$ cat src/sv/hpol_pkg.sv
// Shared types, codes and constants of the proximal overlap and learning block.
`default_nettype none

package hpol_pkg;

  // Default structure sizes
  localparam int unsigned NumSynapsesDef = 64;
  localparam int unsigned InputBitsDef   = 1024;
  localparam int unsigned PermOneDef     = 4096;

  // Fixed field widths
  localparam int unsigned KindW      = 2;
  localparam int unsigned SlotW      = 6;
  localparam int unsigned SrcW       = 10;
  localparam int unsigned PermFieldW = 13;
  localparam int unsigned WordIdxW   = 4;
  localparam int unsigned WordW      = 64;
  localparam int unsigned BitPosW    = 6;
  localparam int unsigned CountW     = 7;

  // Configuration port
  localparam int unsigned ApbAw = 5;
  localparam int unsigned ApbDw = 32;

  localparam logic [PermFieldW-1:0] ThresholdRst = 13'd819;
  localparam logic [PermFieldW-1:0] IncrementRst = 13'd205;
  localparam logic [PermFieldW-1:0] DecrementRst = 13'd41;
  localparam logic [CountW-1:0]     MinOverlapRst = 7'd2;
  localparam logic [CountW-1:0]     ActiveRst     = 7'd64;

  typedef enum logic [KindW-1:0] {
    REQ_WR_SYN  = 2'd0,
    REQ_WR_WORD = 2'd1,
    REQ_OVERLAP = 2'd2,
    REQ_LEARN   = 2'd3
  } req_e;

  typedef enum logic [2:0] {
    REG_THRESHOLD = 3'd0,
    REG_INCREMENT = 3'd1,
    REG_DECREMENT = 3'd2,
    REG_MIN_OVL   = 3'd3,
    REG_ACTIVE    = 3'd4
  } reg_e;

  typedef enum logic [1:0] {
    ST_CLEAR,
    ST_IDLE,
    ST_WALK,
    ST_RESP
  } state_e;

  typedef struct packed {
    logic [PermFieldW-1:0] connected_threshold;
    logic [PermFieldW-1:0] perm_increment;
    logic [PermFieldW-1:0] perm_decrement;
    logic [CountW-1:0]     min_overlap;
    logic [CountW-1:0]     active_synapses;
  } cfg_t;

  // Per-synapse result of the update stage
  typedef struct packed {
    logic hit;   // overlap request, connected before it and input bit set
    logic conn;  // connected after the request
  } upd_t;

endpackage

`default_nettype wire

$ cat src/sv/hpol_if.sv
// Request and response channel interfaces.
`default_nettype none

interface hpol_req_if;
  import hpol_pkg::*;

  logic                  valid;
  logic                  ready;
  logic [KindW-1:0]      req_type;
  logic [SlotW-1:0]      slot;
  logic [SrcW-1:0]       source_bit;
  logic [PermFieldW-1:0] permanence;
  logic [WordIdxW-1:0]   word_index;
  logic [WordW-1:0]      word_data;

  modport source (
    output valid, req_type, slot, source_bit, permanence, word_index, word_data,
    input  ready
  );
  modport sink (
    input  valid, req_type, slot, source_bit, permanence, word_index, word_data,
    output ready
  );
endinterface

interface hpol_rsp_if;
  import hpol_pkg::*;

  logic              valid;
  logic              ready;
  logic [CountW-1:0] overlap;
  logic [CountW-1:0] connected_count;
  logic [KindW-1:0]  resp_kind;

  modport source (
    output valid, overlap, connected_count, resp_kind,
    input  ready
  );
  modport sink (
    input  valid, overlap, connected_count, resp_kind,
    output ready
  );
endinterface

`default_nettype wire

$ cat src/sv/hpol_ram.sv
// Generic simple dual-port RAM with registered read.
`default_nettype none

module hpol_ram #(
  parameter int unsigned WIDTH = 8,
  parameter int unsigned DEPTH = 16,
  parameter int unsigned AW    = (DEPTH > 1) ? $clog2(DEPTH) : 1
) (
  input  wire logic             clk_i,
  input  wire logic             we_i,
  input  wire logic [AW-1:0]    waddr_i,
  input  wire logic [WIDTH-1:0] wdata_i,
  input  wire logic [AW-1:0]    raddr_i,
  output logic      [WIDTH-1:0] rdata_o
);

  logic [WIDTH-1:0] mem_q [DEPTH];
  logic [WIDTH-1:0] rdata_q;

  always_ff @(posedge clk_i) begin
    if (we_i) begin
      mem_q[waddr_i] <= wdata_i;
    end
    rdata_q <= mem_q[raddr_i];
  end

  assign rdata_o = rdata_q;

endmodule

`default_nettype wire

$ cat src/sv/hpol_regs.sv
// APB configuration register bank.
`default_nettype none

module hpol_regs (
  input  wire logic                       clk_i,
  input  wire logic                       rst_ni,
  input  wire logic                       psel,
  input  wire logic                       penable,
  input  wire logic                       pwrite,
  input  wire logic [hpol_pkg::ApbAw-1:0] paddr,
  input  wire logic [hpol_pkg::ApbDw-1:0] pwdata,
  output logic      [hpol_pkg::ApbDw-1:0] prdata,
  output logic                            pready,
  output hpol_pkg::cfg_t                  cfg_o
);
  import hpol_pkg::*;

  cfg_t       cfg_q;
  logic [2:0] reg_idx;

  assign reg_idx = paddr[4:2];
  assign pready  = 1'b1;

  always_ff @(posedge clk_i or negedge rst_ni) begin
    if (!rst_ni) begin
      cfg_q.connected_threshold <= ThresholdRst;
      cfg_q.perm_increment      <= IncrementRst;
      cfg_q.perm_decrement      <= DecrementRst;
      cfg_q.min_overlap         <= MinOverlapRst;
      cfg_q.active_synapses     <= ActiveRst;
    end else if (psel && penable && pwrite) begin
      unique case (reg_idx)
        REG_THRESHOLD: cfg_q.connected_threshold <= pwdata[PermFieldW-1:0];
        REG_INCREMENT: cfg_q.perm_increment      <= pwdata[PermFieldW-1:0];
        REG_DECREMENT: cfg_q.perm_decrement      <= pwdata[PermFieldW-1:0];
        REG_MIN_OVL:   cfg_q.min_overlap         <= pwdata[CountW-1:0];
        REG_ACTIVE:    cfg_q.active_synapses     <= pwdata[CountW-1:0];
        default: ;
      endcase
    end
  end

  always_comb begin
    unique case (reg_idx)
      REG_THRESHOLD: prdata = ApbDw'(cfg_q.connected_threshold);
      REG_INCREMENT: prdata = ApbDw'(cfg_q.perm_increment);
      REG_DECREMENT: prdata = ApbDw'(cfg_q.perm_decrement);
      REG_MIN_OVL:   prdata = ApbDw'(cfg_q.min_overlap);
      REG_ACTIVE:    prdata = ApbDw'(cfg_q.active_synapses);
      default:       prdata = '0;
    endcase
  end

  assign cfg_o = cfg_q;

endmodule

`default_nettype wire

$ cat src/sv/hpol_upd.sv
// Per-synapse permanence update and connected/overlap flags.
`default_nettype none

module hpol_upd #(
  parameter int unsigned PERM_ONE = hpol_pkg::PermOneDef,
  parameter int unsigned PERM_W   = $clog2(PERM_ONE + 1)
) (
  input  wire hpol_pkg::cfg_t     cfg_i,
  input  wire hpol_pkg::req_e     kind_i,
  input  wire logic [PERM_W-1:0]  perm_i,
  input  wire logic               bit_i,
  output logic      [PERM_W-1:0]  perm_o,
  output hpol_pkg::upd_t          flags_o
);
  import hpol_pkg::*;

  localparam int unsigned EW = ((PERM_W > PermFieldW) ? PERM_W : PermFieldW) + 1;

  logic [EW-1:0] perm_e, thr_e, one_e, inc_e, dec_e, sum_e, next_e;
  logic          conn_old;

  always_comb begin
    perm_e = EW'(perm_i);
    thr_e  = EW'(cfg_i.connected_threshold);
    one_e  = EW'(PERM_ONE);
    inc_e  = EW'(cfg_i.perm_increment);
    dec_e  = EW'(cfg_i.perm_decrement);
    sum_e  = perm_e + inc_e;

    if (kind_i != REQ_LEARN) begin
      next_e = perm_e;
    end else if (bit_i) begin
      next_e = (sum_e > one_e) ? one_e : sum_e;
    end else begin
      next_e = (perm_e > dec_e) ? perm_e - dec_e : '0;
    end

    conn_old      = perm_e >= thr_e;
    flags_o.hit   = (kind_i == REQ_OVERLAP) && conn_old && bit_i;
    flags_o.conn  = next_e >= thr_e;
    perm_o        = next_e[PERM_W-1:0];
  end

endmodule

`default_nettype wire

$ cat src/sv/htm_proximal_overlap_learn.sv
// Proximal overlap and learning block: request sequencer, table walk and response register.
// Requests are taken one at a time, only in idle and once the previous response is loaded;
// each walks n = min(active, slots) slots of the synapse table, one slot per cycle
// through its single read port, bitmap read and write-back pipelined two stages behind.
// Reset: registers take their reset values; the input bitmap is cleared one word per cycle,
// with no request accepted meanwhile. Synapses are not cleared.
`default_nettype none

module htm_proximal_overlap_learn #(
  parameter int unsigned NUM_SYNAPSES = hpol_pkg::NumSynapsesDef,
  parameter int unsigned INPUT_BITS   = hpol_pkg::InputBitsDef,
  parameter int unsigned PERM_ONE     = hpol_pkg::PermOneDef
) (
  input  wire logic                       clk_i,
  input  wire logic                       rst_ni,
  hpol_req_if.sink                        req_i,
  hpol_rsp_if.source                      rsp_o,
  input  wire logic                       psel,
  input  wire logic                       penable,
  input  wire logic                       pwrite,
  input  wire logic [hpol_pkg::ApbAw-1:0] paddr,
  input  wire logic [hpol_pkg::ApbDw-1:0] pwdata,
  output logic      [hpol_pkg::ApbDw-1:0] prdata,
  output logic                            pready
);
  import hpol_pkg::*;

  localparam int unsigned WORD_COUNT = (INPUT_BITS + 63) / 64;
  localparam int unsigned WORD_AW    = (WORD_COUNT > 1) ? $clog2(WORD_COUNT) : 1;
  localparam int unsigned SYN_AW     = (NUM_SYNAPSES > 1) ? $clog2(NUM_SYNAPSES) : 1;
  localparam int unsigned CNT_W      = $clog2(NUM_SYNAPSES + 1);
  localparam int unsigned CW         = (CNT_W > CountW) ? CNT_W : CountW;
  localparam int unsigned PERM_W     = $clog2(PERM_ONE + 1);
  localparam int unsigned SYN_W      = SrcW + PERM_W;
  localparam int unsigned EW         = ((PERM_W > PermFieldW) ? PERM_W : PermFieldW) + 1;

  cfg_t   cfg;
  state_e state_q, state_d;

  logic   req_ready, start, rsp_load, walk_done, issue, clr_last, acc;
  req_e   req_kind;
  logic   acc_syn, acc_word;

  logic [WORD_AW-1:0] clr_q;
  logic [CNT_W-1:0]   rd_idx_q, n_q, n_d;
  req_e               kind_q;
  logic [CW-1:0]      conn_cnt_q, ovl_cnt_q;

  // Pipeline stage 1: synapse read data returning
  logic              s1_v_q;
  logic [SYN_AW-1:0] s1_idx_q;
  // Pipeline stage 2: bitmap read data returning
  logic               s2_v_q;
  logic [SYN_AW-1:0]  s2_idx_q;
  logic [SrcW-1:0]    s2_src_q;
  logic [PERM_W-1:0]  s2_perm_q;
  logic [BitPosW-1:0] s2_bitpos_q;
  logic               s2_inr_q;

  logic              rsp_valid_q;
  logic [CountW-1:0] rsp_ovl_q, rsp_conn_q;
  req_e              rsp_kind_q;

  // Memory ports
  logic               syn_we;
  logic [SYN_AW-1:0]  syn_waddr;
  logic [SYN_W-1:0]   syn_wdata, syn_rdata;
  logic               bm_we;
  logic [WORD_AW-1:0] bm_waddr, bm_raddr;
  logic [WordW-1:0]   bm_wdata, bm_rdata;

  logic [SrcW-1:0]   syn_src;
  logic [PERM_W-1:0] syn_perm, perm_wr, perm_new;
  logic              syn_inr, cur_bit;
  upd_t              flags;

  hpol_regs u_regs (
    .clk_i   (clk_i),
    .rst_ni  (rst_ni),
    .psel    (psel),
    .penable (penable),
    .pwrite  (pwrite),
    .paddr   (paddr),
    .pwdata  (pwdata),
    .prdata  (prdata),
    .pready  (pready),
    .cfg_o   (cfg)
  );

  hpol_ram #(.WIDTH(SYN_W), .DEPTH(NUM_SYNAPSES), .AW(SYN_AW)) u_syn_ram (
    .clk_i   (clk_i),
    .we_i    (syn_we),
    .waddr_i (syn_waddr),
    .wdata_i (syn_wdata),
    .raddr_i (rd_idx_q[SYN_AW-1:0]),
    .rdata_o (syn_rdata)
  );

  hpol_ram #(.WIDTH(WordW), .DEPTH(WORD_COUNT), .AW(WORD_AW)) u_bm_ram (
    .clk_i   (clk_i),
    .we_i    (bm_we),
    .waddr_i (bm_waddr),
    .wdata_i (bm_wdata),
    .raddr_i (bm_raddr),
    .rdata_o (bm_rdata)
  );

  hpol_upd #(.PERM_ONE(PERM_ONE), .PERM_W(PERM_W)) u_upd (
    .cfg_i   (cfg),
    .kind_i  (kind_q),
    .perm_i  (s2_perm_q),
    .bit_i   (cur_bit),
    .perm_o  (perm_new),
    .flags_o (flags)
  );

  // Request decode
  assign req_kind    = req_e'(req_i.req_type);
  assign req_i.ready = req_ready;
  assign acc         = req_i.valid && req_ready;
  assign acc_syn     = acc && (req_kind == REQ_WR_SYN) && (32'(req_i.slot) < NUM_SYNAPSES);
  assign acc_word    = acc && (req_kind == REQ_WR_WORD) && (32'(req_i.word_index) < WORD_COUNT);
  assign perm_wr     = (EW'(req_i.permanence) > EW'(PERM_ONE)) ? PERM_W'(PERM_ONE)
                                                                : PERM_W'(req_i.permanence);
  assign n_d = (32'(cfg.active_synapses) > NUM_SYNAPSES) ? CNT_W'(NUM_SYNAPSES)
                                                         : CNT_W'(cfg.active_synapses);

  assign clr_last  = clr_q == WORD_AW'(WORD_COUNT - 1);
  assign issue     = (state_q == ST_WALK) && (rd_idx_q != n_q);
  assign walk_done = (rd_idx_q == n_q) && !s1_v_q && !s2_v_q;

  // Stage 1 decode of the synapse entry
  assign syn_src  = syn_rdata[SYN_W-1 -: SrcW];
  assign syn_perm = syn_rdata[PERM_W-1:0];
  assign syn_inr  = 32'(syn_src) < INPUT_BITS;
  assign bm_raddr = WORD_AW'(syn_src >> BitPosW);

  assign cur_bit = s2_inr_q && bm_rdata[s2_bitpos_q];

  // Synapse table: request write or learn write-back, never in the same cycle
  assign syn_we    = acc_syn || (s2_v_q && (kind_q == REQ_LEARN));
  assign syn_waddr = acc_syn ? SYN_AW'(req_i.slot) : s2_idx_q;
  assign syn_wdata = acc_syn ? {req_i.source_bit, perm_wr} : {s2_src_q, perm_new};

  // Bitmap: clearing pass after reset or word write
  assign bm_we    = (state_q == ST_CLEAR) || acc_word;
  assign bm_waddr = (state_q == ST_CLEAR) ? clr_q : WORD_AW'(req_i.word_index);
  assign bm_wdata = (state_q == ST_CLEAR) ? '0 : req_i.word_data;

  always_comb begin
    state_d   = state_q;
    req_ready = 1'b0;
    start     = 1'b0;
    rsp_load  = 1'b0;
    unique case (state_q)
      ST_CLEAR: begin
        if (clr_last) state_d = ST_IDLE;
      end
      ST_IDLE: begin
        req_ready = 1'b1;
        if (req_i.valid) begin
          start   = 1'b1;
          state_d = ST_WALK;
        end
      end
      ST_WALK: begin
        if (walk_done) state_d = ST_RESP;
      end
      ST_RESP: begin
        if (!rsp_valid_q || rsp_o.ready) begin
          rsp_load = 1'b1;
          state_d  = ST_IDLE;
        end
      end
    endcase
  end

  always_ff @(posedge clk_i or negedge rst_ni) begin
    if (!rst_ni) begin
      state_q     <= ST_CLEAR;
      clr_q       <= '0;
      rd_idx_q    <= '0;
      s1_v_q      <= 1'b0;
      s2_v_q      <= 1'b0;
      rsp_valid_q <= 1'b0;
    end else begin
      state_q <= state_d;
      if (state_q == ST_CLEAR) clr_q <= clr_q + 1'b1;
      if (start) begin
        rd_idx_q <= '0;
      end else if (issue) begin
        rd_idx_q <= rd_idx_q + 1'b1;
      end
      s1_v_q <= issue;
      s2_v_q <= s1_v_q;
      if (rsp_load) begin
        rsp_valid_q <= 1'b1;
      end else if (rsp_o.ready) begin
        rsp_valid_q <= 1'b0;
      end
    end
  end

  always_ff @(posedge clk_i) begin
    if (start) begin
      kind_q     <= req_kind;
      n_q        <= n_d;
      conn_cnt_q <= '0;
      ovl_cnt_q  <= '0;
    end else if (s2_v_q) begin
      conn_cnt_q <= conn_cnt_q + CW'(flags.conn);
      ovl_cnt_q  <= ovl_cnt_q + CW'(flags.hit);
    end
    s1_idx_q    <= rd_idx_q[SYN_AW-1:0];
    s2_idx_q    <= s1_idx_q;
    s2_src_q    <= syn_src;
    s2_perm_q   <= syn_perm;
    s2_bitpos_q <= syn_src[BitPosW-1:0];
    s2_inr_q    <= syn_inr;
    if (rsp_load) begin
      rsp_kind_q <= kind_q;
      rsp_conn_q <= conn_cnt_q[CountW-1:0];
      rsp_ovl_q  <= ((kind_q == REQ_OVERLAP) && (ovl_cnt_q >= CW'(cfg.min_overlap)))
                    ? ovl_cnt_q[CountW-1:0] : '0;
    end
  end

  assign rsp_o.valid           = rsp_valid_q;
  assign rsp_o.overlap         = rsp_ovl_q;
  assign rsp_o.connected_count = rsp_conn_q;
  assign rsp_o.resp_kind       = rsp_kind_q;

  // The walk pipeline only carries slots while a walk is in progress
  a_pipe_in_walk: assert property (@(posedge clk_i) disable iff (!rst_ni)
    (s1_v_q || s2_v_q) |-> (state_q == ST_WALK))
    else $error("table walk pipeline active outside walk");

  a_conn_bound: assert property (@(posedge clk_i) disable iff (!rst_ni)
    (state_q == ST_RESP) |-> (conn_cnt_q <= CW'(n_q)))
    else $error("connected count exceeds walked slots");

  a_ovl_bound: assert property (@(posedge clk_i) disable iff (!rst_ni)
    ((state_q == ST_RESP) && (kind_q == REQ_OVERLAP)) |-> (ovl_cnt_q <= conn_cnt_q))
    else $error("overlap exceeds connected count");

  a_ovl_kind: assert property (@(posedge clk_i) disable iff (!rst_ni)
    (rsp_valid_q && (rsp_kind_q != REQ_OVERLAP)) |-> (rsp_ovl_q == '0))
    else $error("nonzero overlap on non-overlap transaction");

endmodule

`default_nettype wire

$ cat src/flat_wrapper.sv
// flat-port wrapper written by rule: the top's interface ports become plain ports
module htm_proximal_overlap_learn_flat import hpol_pkg::*;
#(
  parameter int unsigned NUM_SYNAPSES = hpol_pkg::NumSynapsesDef,
  parameter int unsigned INPUT_BITS   = hpol_pkg::InputBitsDef,
  parameter int unsigned PERM_ONE     = hpol_pkg::PermOneDef
)
  (clk_i, rst_ni, psel, penable, pwrite, paddr, pwdata, prdata, pready, req_i_valid, req_i_req_type, req_i_slot, req_i_source_bit, req_i_permanence, req_i_word_index, req_i_word_data, req_i_ready, rsp_o_valid, rsp_o_overlap, rsp_o_connected_count, rsp_o_resp_kind, rsp_o_ready);
  hpol_req_if req_i_i ();
  hpol_rsp_if rsp_o_i ();
  input  wire logic clk_i;
  input  wire logic rst_ni;
  input  wire logic psel;
  input  wire logic penable;
  input  wire logic pwrite;
  input  wire logic [hpol_pkg::ApbAw-1:0] paddr;
  input  wire logic [hpol_pkg::ApbDw-1:0] pwdata;
  output logic      [hpol_pkg::ApbDw-1:0] prdata;
  output logic pready;
  input wire logic [$bits(req_i_i.valid)-1:0] req_i_valid;
  input wire logic [$bits(req_i_i.req_type)-1:0] req_i_req_type;
  input wire logic [$bits(req_i_i.slot)-1:0] req_i_slot;
  input wire logic [$bits(req_i_i.source_bit)-1:0] req_i_source_bit;
  input wire logic [$bits(req_i_i.permanence)-1:0] req_i_permanence;
  input wire logic [$bits(req_i_i.word_index)-1:0] req_i_word_index;
  input wire logic [$bits(req_i_i.word_data)-1:0] req_i_word_data;
  output wire logic [$bits(req_i_i.ready)-1:0] req_i_ready;
  output wire logic [$bits(rsp_o_i.valid)-1:0] rsp_o_valid;
  output wire logic [$bits(rsp_o_i.overlap)-1:0] rsp_o_overlap;
  output wire logic [$bits(rsp_o_i.connected_count)-1:0] rsp_o_connected_count;
  output wire logic [$bits(rsp_o_i.resp_kind)-1:0] rsp_o_resp_kind;
  input wire logic [$bits(rsp_o_i.ready)-1:0] rsp_o_ready;
  assign req_i_i.valid = req_i_valid;
  assign req_i_i.req_type = req_i_req_type;
  assign req_i_i.slot = req_i_slot;
  assign req_i_i.source_bit = req_i_source_bit;
  assign req_i_i.permanence = req_i_permanence;
  assign req_i_i.word_index = req_i_word_index;
  assign req_i_i.word_data = req_i_word_data;
  assign req_i_ready = req_i_i.ready;
  assign rsp_o_valid = rsp_o_i.valid;
  assign rsp_o_overlap = rsp_o_i.overlap;
  assign rsp_o_connected_count = rsp_o_i.connected_count;
  assign rsp_o_resp_kind = rsp_o_i.resp_kind;
  assign rsp_o_i.ready = rsp_o_ready;
  htm_proximal_overlap_learn #(.NUM_SYNAPSES(NUM_SYNAPSES), .INPUT_BITS(INPUT_BITS), .PERM_ONE(PERM_ONE)) u_core (.clk_i(clk_i), .rst_ni(rst_ni), .req_i(req_i_i), .rsp_o(rsp_o_i), .psel(psel), .penable(penable), .pwrite(pwrite), .paddr(paddr), .pwdata(pwdata), .prdata(prdata), .pready(pready));
endmodule
$ cat config.mk
export PLATFORM = sky130hd
export DESIGN_NAME = htm_proximal_overlap_learn_flat
export DESIGN_NICKNAME = d
export VERILOG_FILES = /design/src/sv/hpol_pkg.sv /design/src/sv/hpol_if.sv /design/src/sv/hpol_ram.sv /design/src/sv/hpol_regs.sv /design/src/sv/hpol_upd.sv /design/src/sv/htm_proximal_overlap_learn.sv /design/src/flat_wrapper.sv
export SDC_FILE = /design/constraint.sdc
export NUM_CORES = 2
export LEC_CHECK = 0
export ABC_AREA = 1
export BUFFER_PORTS_ARGS = -buffer_cell sky130_fd_sc_hd__clkbuf_2
export CORE_ASPECT_RATIO = 0.75
export CORE_MARGIN = 5
export CORE_UTILIZATION = 50
export CTS_BUF_LIST = sky130_fd_sc_hd__clkbuf_8
export DETAILED_ROUTE_END_ITERATION = 8
export PLACE_DENSITY = 0.66
export SLEW_MARGIN = 10
export SYNTH_ARGS = -nofsm -noshare
export SYNTH_HDL_FRONTEND = slang
export SYNTH_SLANG_ARGS = --single-unit
$ cat constraint.sdc
create_clock -name clk_i -period 6.25 [get_ports clk_i]
set_clock_uncertainty 0.2 [all_clocks]
set_input_delay 0.625 -clock clk_i [delete_from_list [all_inputs] [get_ports clk_i]]
set_output_delay 0.625 -clock clk_i [all_outputs]
set_load 0.02 [all_outputs]
==> results.toml <==
[status]
status = "finished clean"

[floorplan]
initial_utilization = 0.503
core_area_mm2 = 0.217
dieArea_mm2 = 0.228
die_x_um = 550
io_pins = 194
rows = 148
die_h_um = 415

[clock_network]
clock_path_buffers = 4
clkSinkCount = 2726
path_clk_slew_ns = 0.07
numCtsBuffers = 414
h-tree-depth = 5
cts_setup_buffers = 0
cts-root-buf = "clkbuf_8"
clock_latency_ns = 1.02
cts_tree = "built"

[detailed_routing]
num_vias = 70800
ant_nets = 0
routed_wl_mm = 301
routedWlPerCell_um = 25.2
firstDrtPassIters = 6
drt_iter0_drc = 9929
post-route-drc-count = 0
vias_per_cell = 5.92

[place]
place_area_mm2 = 0.114
gp_congestion = 0.871
dp_cells = 11100
port_buffers = 152
hpwl_mm = 161

[global_routing]
grt_usage = 0.255
antenna_found_initial = 16
grt_overflow_total = 0
grt_pass1_wl_mm = 438
grt_start_max_net_pins = 178
grt_pass1_vias = 66300

[worst_setup_path]
cpMostUsedCell = "nand3_1"
critPathArrivalTime_ns = 6.11
r2r-end = "u_core.conn_cnt_q[6]"
crit_type = "reg -> reg"
slowest_delay_ns = 0.75
reg2reg_from = "u_core.s2_src_q[0]"
worst-r2r-cell-count = 30
end_kind = "flop"
critPathRequiredTime_ns = 6.94
startpoint = "u_core.s2_src_q[0]"
setup.worst_path.end = "u_core.conn_cnt_q[6]"
r2r_setup_slack_ns = 0.83
worst_path_max_delay_cell = "dfxtp_2"
critPathMaxFanout = 33
crit_path_start_kind = "flop"

[power]
vdd_drop_max_uv = 168
p_total_uw = 34900
p_leak_uw = 0.0424
power_density_mw_per_mm2 = 285

[logic_synthesis]
synth_cells = 8385
ys_types = 56
synth_edf_count = 2521
synthAdderAreaFrac = 0.00838
ys_seq_area_frac = 0.733
synth_ff_type = "edfxtp_1"
synthArstFlopShare = 0.0253
synth_warnings = 0
synth_compound_area_frac = 0.116
synth_xor_xnor_area_share = 0.00184
ys_ff_latch = 2726
syn_area_mm2 = 0.109
synth_top_family_by_area = "compound AO/OA/AOI/OAI gates"
synth.area.mux_share = 0.0234
syn_avg_cell_area_um2 = 13.0
yosys.area_share.simple = 0.0774

[sta]
relSlewSlack = 0.161
timing.final.crit_share = 0.867
finalCriticalPeriod_ns = 5.42
max_clock_freq_mhz = 184
tightest_slew_ns = 1.26
rsz0062_at_grt = "no"
finalHoldViolCount = 0
drv_slew = 0
setup_tns_ns = 0
finalSetupViolCount = 0

[min_path]
min_path_cells = 3
hold_class = "in -> reg"

[final_layout]
fill_cells = 17300
nets = 8890
drive_above_1_share = 0.115
area_growth_pct = 11.7
layout.cells.non_filler = 12000
fin_util = 0.562
stdcell_area_mm2 = 0.122

[flow_run]
max-cap-violations = 0
==> cell type report <==
cell class,instances,area (um2),area share
sequential,2726,80200,0.657
multi-input combinational,4622,25400,0.208
clock buffer,446,6140,0.0503
tap,2925,3660,0.0300
timing repair buffer,407,3180,0.0261
inverter,504,1930,0.0158
clock inverter,317,1610,0.0132
antenna,10,25.0,0.000205
==> logic make-up after synthesis <==
family / Yosys count
DFF: 2726
buffers and inverters: 1055
adders and majority gates: 72
muxes: 256
other: 2
xor gates and xnor gates: 23
AOI/OAI and AO/OA: 2193
and+or+nand+nor: 2058
==> sequential cells by signal, summed over array words and instances, names as in the netlist <==
register                      cells
u_core.n_q                        7
u_core.s2_perm_q                 13
u_core.u_bm_ram.mem_q          1024
u_core.clr_q                      4
u_core.u_syn_ram.mem_q         1472
u_core.s1_idx_q                   6
u_core.rsp_o.overlap              7
u_core.s2_src_q                  10
u_core.conn_cnt_q                 7
u_core.s1_v_q                     1
u_core.ovl_cnt_q                  7
u_core.rsp_o.resp_kind            2
u_core.s2_v_q                     1
u_core.kind_q                     2
u_core.s2_idx_q                   6
u_core.rsp_o.connected_count      7
u_core.u_regs.cfg_o              53
u_core.state_q                    2
u_core.rsp_o.valid                1
u_core.rd_idx_q                   7
u_core.u_bm_ram.rdata_o          64
u_core.u_syn_ram.rdata_o         23
==> critical path: cells and delay by family (launching register included) <==
kind,cells,cell delay (ns)
adders and majority gates,3,0.64
buffers and inverters,2,0.55
DFF,1,0.75
AOI/OAI and AO/OA,6,0.79
and+or+nand+nor,19,2.39
==> per-stage QoR <==
step           setup slack (ns)  hold WS [ns]
2_1_floorplan              1.17         0.110
3_3_place_gp              0.791         0.110
3_5_place_dp              0.882         0.115
4_1_cts                   0.830       0.00279
5_1_grt                   0.247        0.0504
6_report                  0.828        0.0970
==> repair_timing <==
action | 4_1_cts | 5_1_grt
resized for setup | 0 | 0
hold endpoints to repair | 889 | 0
hold buffers | 72 | 0
==> cells in the final DEF (no fill, tap or decap), types with 11 or more instances in the layout <==
cell              n
nor2_2           65
o22ai_1         221
or2_2            13
edfxtp_1       2521
mux2i_1         256
buf_12           26
nor2_4           17
inv_1           633
nand3_1         347
buf_4           158
nor3_1           13
nand2_1         607
dfstp_2          16
bufinv_16        11
xor2_1           17
o211ai_1        297
o21ai_4          11
clkbuf_2        151
clkbuf_8        446
dfrtp_1          49
dfxtp_1         131
nor2_1          899
clkinv_2         52
nand4_1          54
o21ai_0        1138
dlygate4sd3_1    72
conb_1           20
ha_1             69
o221ai_1        148
a21oi_1         330
clkinv_1         97
nand2_2          21
==> cell usage after synthesis, drive strengths merged (5+ instances only) <==
| library cell | n | area [um2] |
|---|---|---|
| ha | 70 | 876 |
| dfxtp | 136 | 2720 |
| a21oi | 332 | 1670 |
| xnor2 | 6 | 52.6 |
| mux2i | 256 | 2560 |
| a221oi | 8 | 70.1 |
| a21o | 5 | 37.5 |
| xor2 | 17 | 149 |
| o22ai | 221 | 1380 |
| nand4 | 54 | 338 |
| a21boi | 6 | 45.1 |
| clkinv | 6 | 22.5 |
| o21ai | 1151 | 5820 |
| o211ai | 297 | 2230 |
| edfxtp | 2521 | 75700 |
| or2 | 14 | 90.1 |
| nor3 | 20 | 135 |
| o221ai | 148 | 1300 |
| dfstp | 16 | 420 |
| nor2 | 982 | 3700 |
| nand3 | 347 | 1740 |
| dfrtp | 53 | 1330 |
| clkbuf | 363 | 1360 |
| buf | 188 | 1030 |
| inv | 498 | 1870 |
| a31oi | 10 | 62.6 |
| nand2 | 630 | 2380 |
==> report_power, final <==
group          leakage [uW]  internal, uW  switching (uW)
sequential           0.0247         19900            90.1
clock               0.00454          7030            6830
combinational        0.0132           311             655
==> worst min path at each step <==
stage,from,to
finish,req_i_word_data[15],u_core.u_bm_ram.mem_q[3][15]
global route,req_i_word_data[14],u_core.u_bm_ram.mem_q[5][14]
CTS,req_i_word_data[23],u_core.u_bm_ram.mem_q[14][23]
detailed placement,u_core.s1_idx_q[1],u_core.s2_idx_q[1]
global placement,u_core.s1_idx_q[4],u_core.s2_idx_q[4]
floorplan,u_core.s1_idx_q[0],u_core.s2_idx_q[0]
==> routing by layer <==
metal  routed length (um)  up-vias  part of all wire  GRT usage
met2               132000     3785              0.44      0.373
met3                31200      509              0.10     0.0480
li1                     -    31500                 -          -
met4                 8250        2             0.027     0.0751
met5                   13        -          0.000043          0
met1               130000    35000              0.43      0.391
Note: power is estimated with default switching activity, not from simulation.
